--- src/hdl/twks_pkg.sv ---
// Shared types, codes and constants of the timed window key sequencer.
package twks_pkg;

  localparam int unsigned CFG_ADDR_W = 3;
  localparam int unsigned CFG_DATA_W = 16;
  localparam int unsigned KEY_W      = 8;
  localparam int unsigned TICK_W     = 16;
  localparam int unsigned WIN_W      = 3;
  localparam int unsigned NUM_KEYS   = 4;

  localparam logic [TICK_W-1:0] HOLD_TICKS  = 16'd50;
  localparam logic [7:0]        MAX_WINDOWS = 8'd4;
  localparam logic [TICK_W-1:0] TICK_SAT    = 16'hFFFF;

  typedef enum logic [CFG_ADDR_W-1:0] {
    REG_WINDOW_COUNT = 3'd0,
    REG_SWAP_DELAY   = 3'd1,
    REG_QUIET_TIME   = 3'd2,
    REG_FIRST_KEY    = 3'd3,
    REG_SECOND_KEY   = 3'd4,
    REG_THIRD_KEY    = 3'd5,
    REG_FOURTH_KEY   = 3'd6
  } cfg_idx_t;

  typedef enum logic [1:0] {
    ACT_NONE    = 2'd0,
    ACT_PRESS   = 2'd1,
    ACT_RELEASE = 2'd2
  } action_t;

  typedef enum logic [1:0] {
    STEP_WAIT_PRESS   = 2'd0,
    STEP_WAIT_RELEASE = 2'd1,
    STEP_WAIT_CYCLE   = 2'd2
  } step_t;

  typedef struct packed {
    logic [7:0]                        window_count;
    logic [TICK_W-1:0]                 swap_delay_ms;
    logic [TICK_W-1:0]                 quiet_after_input_ms;
    logic [NUM_KEYS-1:0][KEY_W-1:0]    keys;
  } cfg_t;

  typedef struct packed {
    logic [1:0]       key_action;
    logic [KEY_W-1:0] key_code;
  } result_t;

endpackage

--- src/hdl/twks_cfg.sv ---
// Configuration register file of the timed window key sequencer.
module twks_cfg
  import twks_pkg::*;
(
  input  logic                  clk,
  input  logic                  rst_n,
  input  logic                  cfg_we,
  input  logic [CFG_ADDR_W-1:0] cfg_addr,
  input  logic [CFG_DATA_W-1:0] cfg_wdata,
  output cfg_t                  cfg
);

  cfg_t cfg_r;

  always_ff @(posedge clk) begin
    if (!rst_n) begin
      cfg_r.window_count         <= 8'd2;
      cfg_r.swap_delay_ms        <= 16'd1000;
      cfg_r.quiet_after_input_ms <= 16'd1000;
      cfg_r.keys[0]              <= 8'd49;
      cfg_r.keys[1]              <= 8'd50;
      cfg_r.keys[2]              <= 8'd51;
      cfg_r.keys[3]              <= 8'd52;
    end else if (cfg_we) begin
      case (cfg_idx_t'(cfg_addr))
        REG_WINDOW_COUNT: cfg_r.window_count         <= cfg_wdata[7:0];
        REG_SWAP_DELAY:   cfg_r.swap_delay_ms        <= cfg_wdata;
        REG_QUIET_TIME:   cfg_r.quiet_after_input_ms <= cfg_wdata;
        REG_FIRST_KEY:    cfg_r.keys[0]              <= cfg_wdata[KEY_W-1:0];
        REG_SECOND_KEY:   cfg_r.keys[1]              <= cfg_wdata[KEY_W-1:0];
        REG_THIRD_KEY:    cfg_r.keys[2]              <= cfg_wdata[KEY_W-1:0];
        REG_FOURTH_KEY:   cfg_r.keys[3]              <= cfg_wdata[KEY_W-1:0];
        default: ;
      endcase
    end
  end

  assign cfg = cfg_r;

endmodule

--- src/hdl/twks_step.sv ---
// Per-tick sequence state and step logic of the timed window key sequencer.
module twks_step
  import twks_pkg::*;
(
  input  logic    clk,
  input  logic    rst_n,
  input  logic    tick_en,
  input  logic    host_message,
  input  logic    toggle_enable,
  input  cfg_t    cfg,
  output result_t result
);

  logic [1:0]        step_r,    step_nxt;
  logic [WIN_W-1:0]  win_r,     win_nxt;
  logic [TICK_W-1:0] tsa_r,     tsa_nxt;
  logic [TICK_W-1:0] tsh_r,     tsh_nxt;
  logic              enable_r,  enable_nxt;
  logic [TICK_W-1:0] tsa_inc;
  logic [WIN_W-1:0]  win_inc;
  logic              quiet;
  logic              count_ok;

  always_comb begin
    tsa_inc    = (tsa_r == TICK_SAT) ? TICK_SAT : tsa_r + 16'd1;
    tsh_nxt    = host_message ? '0 : ((tsh_r == TICK_SAT) ? TICK_SAT : tsh_r + 16'd1);
    enable_nxt = enable_r ^ toggle_enable;
    quiet      = (tsh_nxt < cfg.quiet_after_input_ms) || !enable_nxt;
    count_ok   = cfg.window_count inside {[8'd1:MAX_WINDOWS]};
    win_inc    = win_r + 3'd1;

    step_nxt          = step_r;
    win_nxt           = win_r;
    tsa_nxt           = tsa_inc;
    result.key_action = ACT_NONE;
    result.key_code   = '0;

    if (quiet) begin
      step_nxt          = STEP_WAIT_PRESS;
      win_nxt           = '0;
      tsa_nxt           = '0;
      result.key_action = ACT_RELEASE;
    end else if (count_ok) begin
      case (step_r)
        STEP_WAIT_PRESS: begin
          if (tsa_inc >= cfg.swap_delay_ms) begin
            result.key_action = ACT_PRESS;
            result.key_code   = cfg.keys[win_r[1:0]];
            tsa_nxt           = '0;
            step_nxt          = STEP_WAIT_RELEASE;
          end
        end
        STEP_WAIT_RELEASE: begin
          if (tsa_inc >= HOLD_TICKS) begin
            result.key_action = ACT_RELEASE;
            tsa_nxt           = '0;
            win_nxt           = win_inc;
            step_nxt          = ({5'd0, win_inc} < cfg.window_count) ? STEP_WAIT_PRESS
                                                                      : STEP_WAIT_CYCLE;
          end
        end
        default: begin
          if (tsa_inc >= cfg.swap_delay_ms) begin
            step_nxt = STEP_WAIT_PRESS;
            win_nxt  = '0;
          end
        end
      endcase
    end
  end

  always_ff @(posedge clk) begin
    if (!rst_n) begin
      step_r   <= STEP_WAIT_PRESS;
      win_r    <= '0;
      tsa_r    <= '0;
      tsh_r    <= '0;
      enable_r <= 1'b0;
    end else if (tick_en) begin
      step_r   <= step_nxt;
      win_r    <= win_nxt;
      tsa_r    <= tsa_nxt;
      tsh_r    <= tsh_nxt;
      enable_r <= enable_nxt;
    end
  end

  a_step_code: assert property (@(posedge clk) disable iff (!rst_n)
    step_r == STEP_WAIT_PRESS || step_r == STEP_WAIT_RELEASE || step_r == STEP_WAIT_CYCLE)
    else $error("sequence step left its legal codes");

  a_host_clears: assert property (@(posedge clk) disable iff (!rst_n)
    tick_en && host_message |=> tsh_r == '0)
    else $error("host message did not restart the quiet period");

  a_disabled_holds: assert property (@(posedge clk) disable iff (!rst_n)
    tick_en && !enable_nxt |=> step_r == STEP_WAIT_PRESS && win_r == '0 && tsa_r == '0)
    else $error("sequence not held at start while disabled");

endmodule

--- src/hdl/twks_out.sv ---
// Result register with skid stage of the timed window key sequencer.
module twks_out
  import twks_pkg::*;
(
  input  logic             clk,
  input  logic             rst_n,
  input  logic             push,
  input  result_t          push_data,
  output logic             can_push,
  output logic             out_valid,
  input  logic             out_ready,
  output logic [1:0]       out_key_action,
  output logic [KEY_W-1:0] out_key_code
);

  logic    out_valid_r;
  logic    skid_valid_r;
  result_t out_data_r;
  result_t skid_data_r;
  logic    pop;

  assign pop      = out_valid_r && out_ready;
  assign can_push = !skid_valid_r;

  always_ff @(posedge clk) begin
    if (!rst_n) begin
      out_valid_r  <= 1'b0;
      skid_valid_r <= 1'b0;
    end else begin
      if (skid_valid_r) begin
        if (pop) begin
          out_valid_r  <= 1'b1;
          skid_valid_r <= 1'b0;
        end
      end else if (push) begin
        if (!out_valid_r || pop) begin
          out_valid_r <= 1'b1;
        end else begin
          skid_valid_r <= 1'b1;
        end
      end else if (pop) begin
        out_valid_r <= 1'b0;
      end
    end
  end

  always_ff @(posedge clk) begin
    if (skid_valid_r) begin
      if (pop) begin
        out_data_r <= skid_data_r;
      end
    end else if (push) begin
      if (!out_valid_r || pop) begin
        out_data_r <= push_data;
      end else begin
        skid_data_r <= push_data;
      end
    end
  end

  assign out_valid      = out_valid_r;
  assign out_key_action = out_data_r.key_action;
  assign out_key_code   = out_data_r.key_code;

  a_skid_behind_out: assert property (@(posedge clk) disable iff (!rst_n)
    skid_valid_r |-> out_valid_r)
    else $error("skid stage filled while result register empty");

  a_stall_fills_skid: assert property (@(posedge clk) disable iff (!rst_n)
    push && out_valid_r && !out_ready |=> skid_valid_r && out_valid_r)
    else $error("transfer lost while receiver stalled");

endmodule

--- src/hdl/timed_window_key_sequencer.sv ---
// Top level of the timed window key sequencer.
//
// One input transfer is one millisecond tick carrying in_host_message and
// in_toggle_enable. Each accepted tick yields exactly one result transfer on
// the out_ channel: out_key_action (none, press GUI plus key, release all)
// and out_key_code (the key pressed, zero otherwise).
// Each result is registered, in the result register or in the skid stage.
// Throughput: one tick per cycle while in_ready is high; the step logic
// updates the sequence state in the accepting cycle and the result goes
// to a result register. When the receiver stalls, a one-entry skid stage
// behind the result register takes one more tick; in_ready drops only
// while that stage is full and rises again on the cycle after the receiver
// takes a result. Configuration is written through cfg_we, cfg_addr and
// cfg_wdata, with no read-back; unknown indexes are ignored. Write only while
// no results are outstanding.
// Reset (rst_n low, synchronous) restores the register defaults, clears
// the sequence state and counters, disables the sequence and empties the
// result register and skid stage.
module timed_window_key_sequencer
  import twks_pkg::*;
(
  input  logic                  clk,
  input  logic                  rst_n,
  input  logic                  in_valid,
  output logic                  in_ready,
  input  logic                  in_host_message,
  input  logic                  in_toggle_enable,
  output logic                  out_valid,
  input  logic                  out_ready,
  output logic [1:0]            out_key_action,
  output logic [KEY_W-1:0]      out_key_code,
  input  logic                  cfg_we,
  input  logic [CFG_ADDR_W-1:0] cfg_addr,
  input  logic [CFG_DATA_W-1:0] cfg_wdata
);

  cfg_t    cfg;
  result_t result;
  logic    can_push;
  logic    tick_en;

  assign in_ready = can_push;
  assign tick_en  = in_valid && can_push;

  twks_cfg u_cfg (
    .clk       (clk),
    .rst_n     (rst_n),
    .cfg_we    (cfg_we),
    .cfg_addr  (cfg_addr),
    .cfg_wdata (cfg_wdata),
    .cfg       (cfg)
  );

  twks_step u_step (
    .clk           (clk),
    .rst_n         (rst_n),
    .tick_en       (tick_en),
    .host_message  (in_host_message),
    .toggle_enable (in_toggle_enable),
    .cfg           (cfg),
    .result        (result)
  );

  twks_out u_out (
    .clk            (clk),
    .rst_n          (rst_n),
    .push           (tick_en),
    .push_data      (result),
    .can_push       (can_push),
    .out_valid      (out_valid),
    .out_ready      (out_ready),
    .out_key_action (out_key_action),
    .out_key_code   (out_key_code)
  );

endmodule

--- config.mk ---
export PLATFORM = sky130hd
export DESIGN_NAME = timed_window_key_sequencer
export DESIGN_NICKNAME = d
export VERILOG_FILES = /design/src/hdl/twks_pkg.sv /design/src/hdl/twks_cfg.sv /design/src/hdl/twks_step.sv /design/src/hdl/twks_out.sv /design/src/hdl/timed_window_key_sequencer.sv
export SDC_FILE = /design/constraint.sdc
export NUM_CORES = 1
export LEC_CHECK = 0
export BUFFER_PORTS_ARGS = -buffer_cell sky130_fd_sc_hd__buf_4
export CAP_MARGIN = 30
export CORE_ASPECT_RATIO = 1.75
export CORE_UTILIZATION = 60
export DETAILED_ROUTE_END_ITERATION = 10
export PLACE_DENSITY = 0.78
export RECOVER_POWER = 100
export SLEW_MARGIN = 15
export SYNTH_ARGS = -nofsm -noshare
export SYNTH_HDL_FRONTEND = slang
export SYNTH_HIERARCHICAL = 1
export SYNTH_SLANG_ARGS = --single-unit
--- constraint.sdc ---
create_clock -name clk -period 9.46 [get_ports clk]
set_input_delay 0 -clock clk [delete_from_list [all_inputs] [get_ports clk]]
set_output_delay 0 -clock clk [all_outputs]
set_load 0.02 [all_outputs]
Yosys cells after proc, flatten, opt, wreduce, memory -nomap -nowiden
Cells that the tools add are included.
W data, S select, Z words.

storage, ports and cells
  latch bits = 0
  memories kept = 0
  memory bits (writable) = 0
  register bits = 132
  bits in read-only memories = 0
  word-level logic and storage cells = 114
  input port bits = 26

operators by class
  equality and inequality tests = 14
  multipliers = 0
  shift operators = 0
  magnitude comparators = 7
  multiplexer cells = 42
  $add $sub $neg = 3
  div/mod/pow operators = 0
  bitwise logic cells = 3
  reductions and logical operators = 27

operators by type and width
  cell                     count
  $mux W16                 7
  $mux W10                 5
  $add A16 B1 Y16 const B  2
  $eq A16 B16 Y1 const B   2
  $pmux W16 S2             1
  $mux W8                  3
  $bmux W8 S2              1
  $ge A16 B16 Y1           1
  $ge A16 B6 Y1 const B    1
  $lt A16 B16 Y1           1
  $mux W2                  8
  $reduce_and A2 Y1        7
  $mux W3                  4
  $reduce_and A5 Y1        2
  $eq A3 B3 Y1 const B     3
  $mux W1                  9
  $mux W9                  1
  $ne A3 B1 Y1 const B     3
  $reduce_and A3 Y1        3
  $ge A8 B1 Y1 const B     1
  $le A8 B3 Y1 const B     1
  $lt A3 B8 Y1             1
  $pmux W2 S2              2
  $reduce_bool A2 Y1       4
  other kinds (16)         23

Longest topological paths before layout
  word-level depth = 10
  mapped depth = 16
  gate-level depth less buffers = 15

By module
The synthesis kept the hierarchy.

modules (own cells, without submodules)
  module                      area each (um^2)  cells each  times used
  twks_step                   3782.4            462         1
  twks_cfg                    2822.7            272         1
  twks_out                    879.6             46          1
  timed_window_key_sequencer  6.3               1           1

Worst setup path after synthesis
OpenSTA, ideal clock, no wires.

  path kind = reg2reg
  start point = reg u_step.tsa_r[0]
  end point = reg u_out.out_data_r, in the netlist u_out/out_key_code[0], data pin
  library setup time = 0.260 ns
  buffers on the path = 2
  stages on the path, launching flop included = 16
  period minus slack after synthesis = 3.655 ns
  path slack = 5.805 ns
  arrival time = 3.395 ns
  cells stage by stage = dfxtp_1 > ha_1 > buf_4 > nand3_4 > nor4_1 > nand2b_1 > clkbuf_1 > nand2_1 > ha_1 > and4_1 > a221o_1 > a221oi_1 > nand2_1 > nand4_1 > nor2b_1 > mux2_4

RTL lines
  item                    RTL line         text
  from (decl)             twks_step.sv:16  logic [TICK_W-1:0] tsa_r, tsa_nxt;
  from (signal assigned)  twks_step.sv:82  tsa_r <= tsa_nxt;
  to (signal assigned)    twks_out.sv:50   out_data_r <= skid_data_r;
  to (signal assigned)    twks_out.sv:54   out_data_r <= push_data;
  to (decl)               twks_out.sv:18   result_t out_data_r;

==> impl_summary.log <==
[metrics] fraction of met1 tracks used by global routing: 30.66%
[metrics] count of vias placed by the detailed router: 5,859
[metrics] outcome: finished with violations
[metrics] initial antenna violation count: 0
[metrics] Top FF cell, synth: sky130_fd_sc_hd__dfxtp_1
[metrics] layout overhead on the synthesized area: 13.18%
[metrics] P per Cell Area: 166.0 nW/µm²
[metrics] largest net degree at the start of global routing: 72
[metrics] Setup crit end kind: flop
[metrics] Fmax achieved: 0.2133 GHz
[metrics] insertion delay of the later-clocked pin in the worst-skew pair: 420 ps
[metrics] ratio of routed vias to standard cells: 5.906
[metrics] Global Route met2 Usage: 54.52%
[metrics] Max Slew Vio Count: 166
[metrics] Core Footprint: 12,070 µm²
[metrics] GRT Residual Overflow: 0
[metrics] DRC violations left: 0
[metrics] unrepaired setup endpoints after global routing: no
[metrics] clock transition at the register clock pins on the worst setup and hold paths after CTS: 60 ps
[metrics] share of async-settable or async-resettable flops after synthesis: 0%
[metrics] io pins: 38
[metrics] area of the die: 12,950 µm²
[metrics] clock period minus final worst setup slack: 4688 ps
[metrics] maximum fanout encountered on the critical timing path: 21
[metrics] Routed WL: 18,050 µm
[metrics] post-synth design cell area: 7491 µm²
[metrics] clock tree from TritonCTS: done
[metrics] sum of buffers and inverters on the critical path: 0
[metrics] failing checks: max-capacitance violations, max-slew violations
[metrics] Worst IR Drop VDD: 0.0001581 V
[metrics] routability congestion estimate from global placement: 0.8785
[metrics] total global routing track utilization: 29.29%
[metrics] Syn Nets: 843
[metrics] cell accounting for the most synthesized area: sky130_fd_sc_hd__dfxtp_1
[metrics] CTS Root Cell: sky130_fd_sc_hd__clkbuf_16
[metrics] mean instance size in the synthesized netlist: 9.591 µm²
[metrics] Synth top area share: 29.93%
[metrics] number of instances in the synthesized netlist: 781
[metrics] final hold slack: 55.37 ps
[metrics] total number of yosys warnings: 6
[metrics] Critical Path RT: 9620 ps
[metrics] share of the clock period used by the worst path: 49.56%
[metrics] Worst EP arrival: 4850 ps
[metrics] Max-Slew Margin vs Limit: -67.99%
[metrics] vertical die dimension: 149.8 µm
[metrics] Num CTS Buffers: 17
[metrics] skew final: 10.63 ps
[metrics] wire length of the first global-routing pass: 28,940 µm
[metrics] antenna cell count: 0
[metrics] cell with the largest stage delay on the worst path: sky130_fd_sc_hd__nand2_1
[metrics] most heavily used metal layer in global routing: met2
[metrics] number of synthesized register bits: 132
[metrics] number of buffer cells added on primary ports: 37
[metrics] GR Layer Usage met3: 4.247%
[metrics] fraction of final layout cells sized beyond drive strength 1: 11.12%
[metrics] share of the core filled with cells in the final layout: 70.25%
[metrics] post-detailed-placement cell area: 7724 µm²
[metrics] number of core rows: 53
[metrics] Total Negative Setup Slacks: 0 ps
[metrics] critical path cell sequence: ha_1, nand3_1, nor3_1, nand2_1, a21oi_1, ha_1, a21o_1, a21o_1, a211oi_1, o41ai_1, a41o_1, nand4_1, nor2b_1, mux2_1
[metrics] final hold viol count: 0
[metrics] Initial Utilization: 62.07%
[metrics] clk buf depth: 2
[metrics] number of design-rule violations left by the first detailed-router iteration: 391
[metrics] vias in the first global route: 5,877
[metrics] element type at the critical path start: flop
[metrics] kind of critical path: reg2reg
[metrics] number of routed nets with antenna violations: 0
[metrics] Area contributors post-synth: sky130_fd_sc_hd__dfxtp_1, sky130_fd_sc_hd__mux2i_1, sky130_fd_sc_hd__edfxtp_1, sky130_fd_sc_hd__ha_1, sky130_fd_sc_hd__nor2b_1
[metrics] critical path's top delay family: simple AND/OR/NAND/NOR gates
[metrics] maximum single-stage delay on the critical path: 580 ps
[metrics] Total Power Consumption: 0.001408 W
[metrics] drt first pass iters: 5
[metrics] Post-DP HPWL: 12,680 µm
[metrics] Unique masters post-synth: 79
[metrics] die extent in x: 86.47 µm
[metrics] Design Area, Final: 8478 µm²
[metrics] worst hold path class: in2reg
[metrics] EDFF count, synth: 20
[metrics] quantity of gates resized following cts: 0
[metrics] number of nets in the finished design: 876
[metrics] depth of the CTS H-tree: 4
[metrics] Clock Sink Count: 132
[metrics] static leakage: 3.736 nW
[metrics] setup-violating endpoint count in the final report: 0
[metrics] transition at the pin with the smallest max-transition slack: 2520 ps
[metrics] sequential area share after synthesis: 37.95%
[metrics] number of max-cap violations: 3
[metrics] Wirelength per Cell: 18.19 µm
layer usage:
metal / vias to the layer above / part of all wire, %
met5: - / 0
met4: 0 / 4.5
met3: 54 / 3.5
met2: 170 / 54
met1: 2814 / 38
li1: 2821 / -
worst min-delay path: cells and delay by family:
family / cells / cell delay, ps
compound gates: 2 / 190
buf+inv: 1 / 240
per-stage QoR:
stage | cells | setup slack (ps)
finish | 992 | 4772
global route | 992 | 4571
CTS | 991 | 5097
detailed placement | 939 | 5110
global placement | 938 | 5337
floorplan | 781 | 5805
what timing repair did:
item                                   CTS  global route
setup buffers                            0             0
endpoints found under the hold margin   49             0
hold buffers                            20             0
cell usage after synthesis, types with 7 or more instances:
cell type and instances:
sky130_fd_sc_hd__dfxtp_1 112, sky130_fd_sc_hd__nand2_1 93, sky130_fd_sc_hd__mux2i_1 86, sky130_fd_sc_hd__nor2b_1 64, sky130_fd_sc_hd__inv_1 50, sky130_fd_sc_hd__a21oi_1 41, sky130_fd_sc_hd__ha_1 36, sky130_fd_sc_hd__nor2_1 22
sky130_fd_sc_hd__clkbuf_1 21, sky130_fd_sc_hd__edfxtp_1 20, sky130_fd_sc_hd__buf_2 13, sky130_fd_sc_hd__o21ai_0 13, sky130_fd_sc_hd__nand3_1 12, sky130_fd_sc_hd__and2_1 11, sky130_fd_sc_hd__xnor2_1 11, sky130_fd_sc_hd__nand4_1 10
sky130_fd_sc_hd__xor2_1 10, sky130_fd_sc_hd__a21o_1 9, sky130_fd_sc_hd__mux4_2 8, sky130_fd_sc_hd__and3_1 7, sky130_fd_sc_hd__mux2_4 7, sky130_fd_sc_hd__nand2b_1 7
where the power goes:
group	internal, W	leakage [nW]	switching (W)
combinational	0.0000393	2.33	0.0000566
sequential	0.000584	1.09	0.00000932
clock	0.000424	0.321	0.000295
flip-flops by register name, summed over array words and instances, names as in the netlist:
name	flops
u_cfg/cfg	72
u_out/skid_data_r	10
u_out/skid_valid_r	1
u_out/out_valid	1
u_out/out_key_code	8
u_out/out_key_action	2
u_step/enable_r	1
u_step/tsa_r	16
u_step/step_r	2
u_step/tsh_r	16
u_step/win_r	3
final timing paths:
| check | from | to | slack, ps | cells past startpoint |
|---|---|---|---|---|
| worst min register to register | u_cfg/cfg[43]$_SDFFE_PN0P_ | u_cfg/cfg[43]$_SDFFE_PN0P_ | 460 | 2 |
| worst max-delay path | u_step/tsh_r[0]$_SDFFE_PN0P_ | u_out/out_key_code[5]$_DFFE_PP_ | 4770 | 14 |
| worst min-delay path | in_host_message | u_step/tsh_r[5]$_SDFFE_PN0P_ | 60 | 3 |
| worst max register to register | u_step/tsh_r[0]$_SDFFE_PN0P_ | u_out/out_key_code[5]$_DFFE_PP_ | 4770 | 14 |
final cells by class:
class	count	area, µm²
clock buffer	18	450.4
clock inverter	14	202.7
fill	911	3591
inverter	50	187.7
multi-input combinational	551	4143
sequential	132	2843
tap	165	206.4
timing repair buffer	62	445.4
kinds of logic (layout without fill, tap and decap cells):
| kind of cell | Yosys count | in the layout | synth area share, % |
|---|---|---|---|
| AND/OR/NAND/NOR | 274 | 274 | 20.76 |
| flip-flops | 132 | 132 | 37.95 |
| AO/OA/AOI/OAI | 115 | 115 | 10.52 |
| multiplexers | 105 | 105 | 15.90 |
| buffers and inverters | 98 | 144 | 6.397 |
| adder cells (fa/ha/maj) | 36 | 36 | 6.013 |
| XOR/XNOR | 21 | 21 | 2.455 |
cell usage in the layout (no fill, tap or decap), drive strengths merged, types with 8 or more instances in the layout:
master       netlist  layout
nand3             14      14
nor2b             64      64
edfxtp            20      20
dfxtp            112     112
buf               22      24
mux2              11      11
nand2             94      94
nor2              23      23
mux4               8       8
xnor2             11      11
ha                36      36
dlygate4sd3        0      20
a21o              10      10
and2              11      11
inv               50      59
xor2              10      10
a21oi             42      42
mux2i             86      86
nand4             11      11
o21ai             13      13
clkbuf            26      36
(Power assumes the default switching activity.)
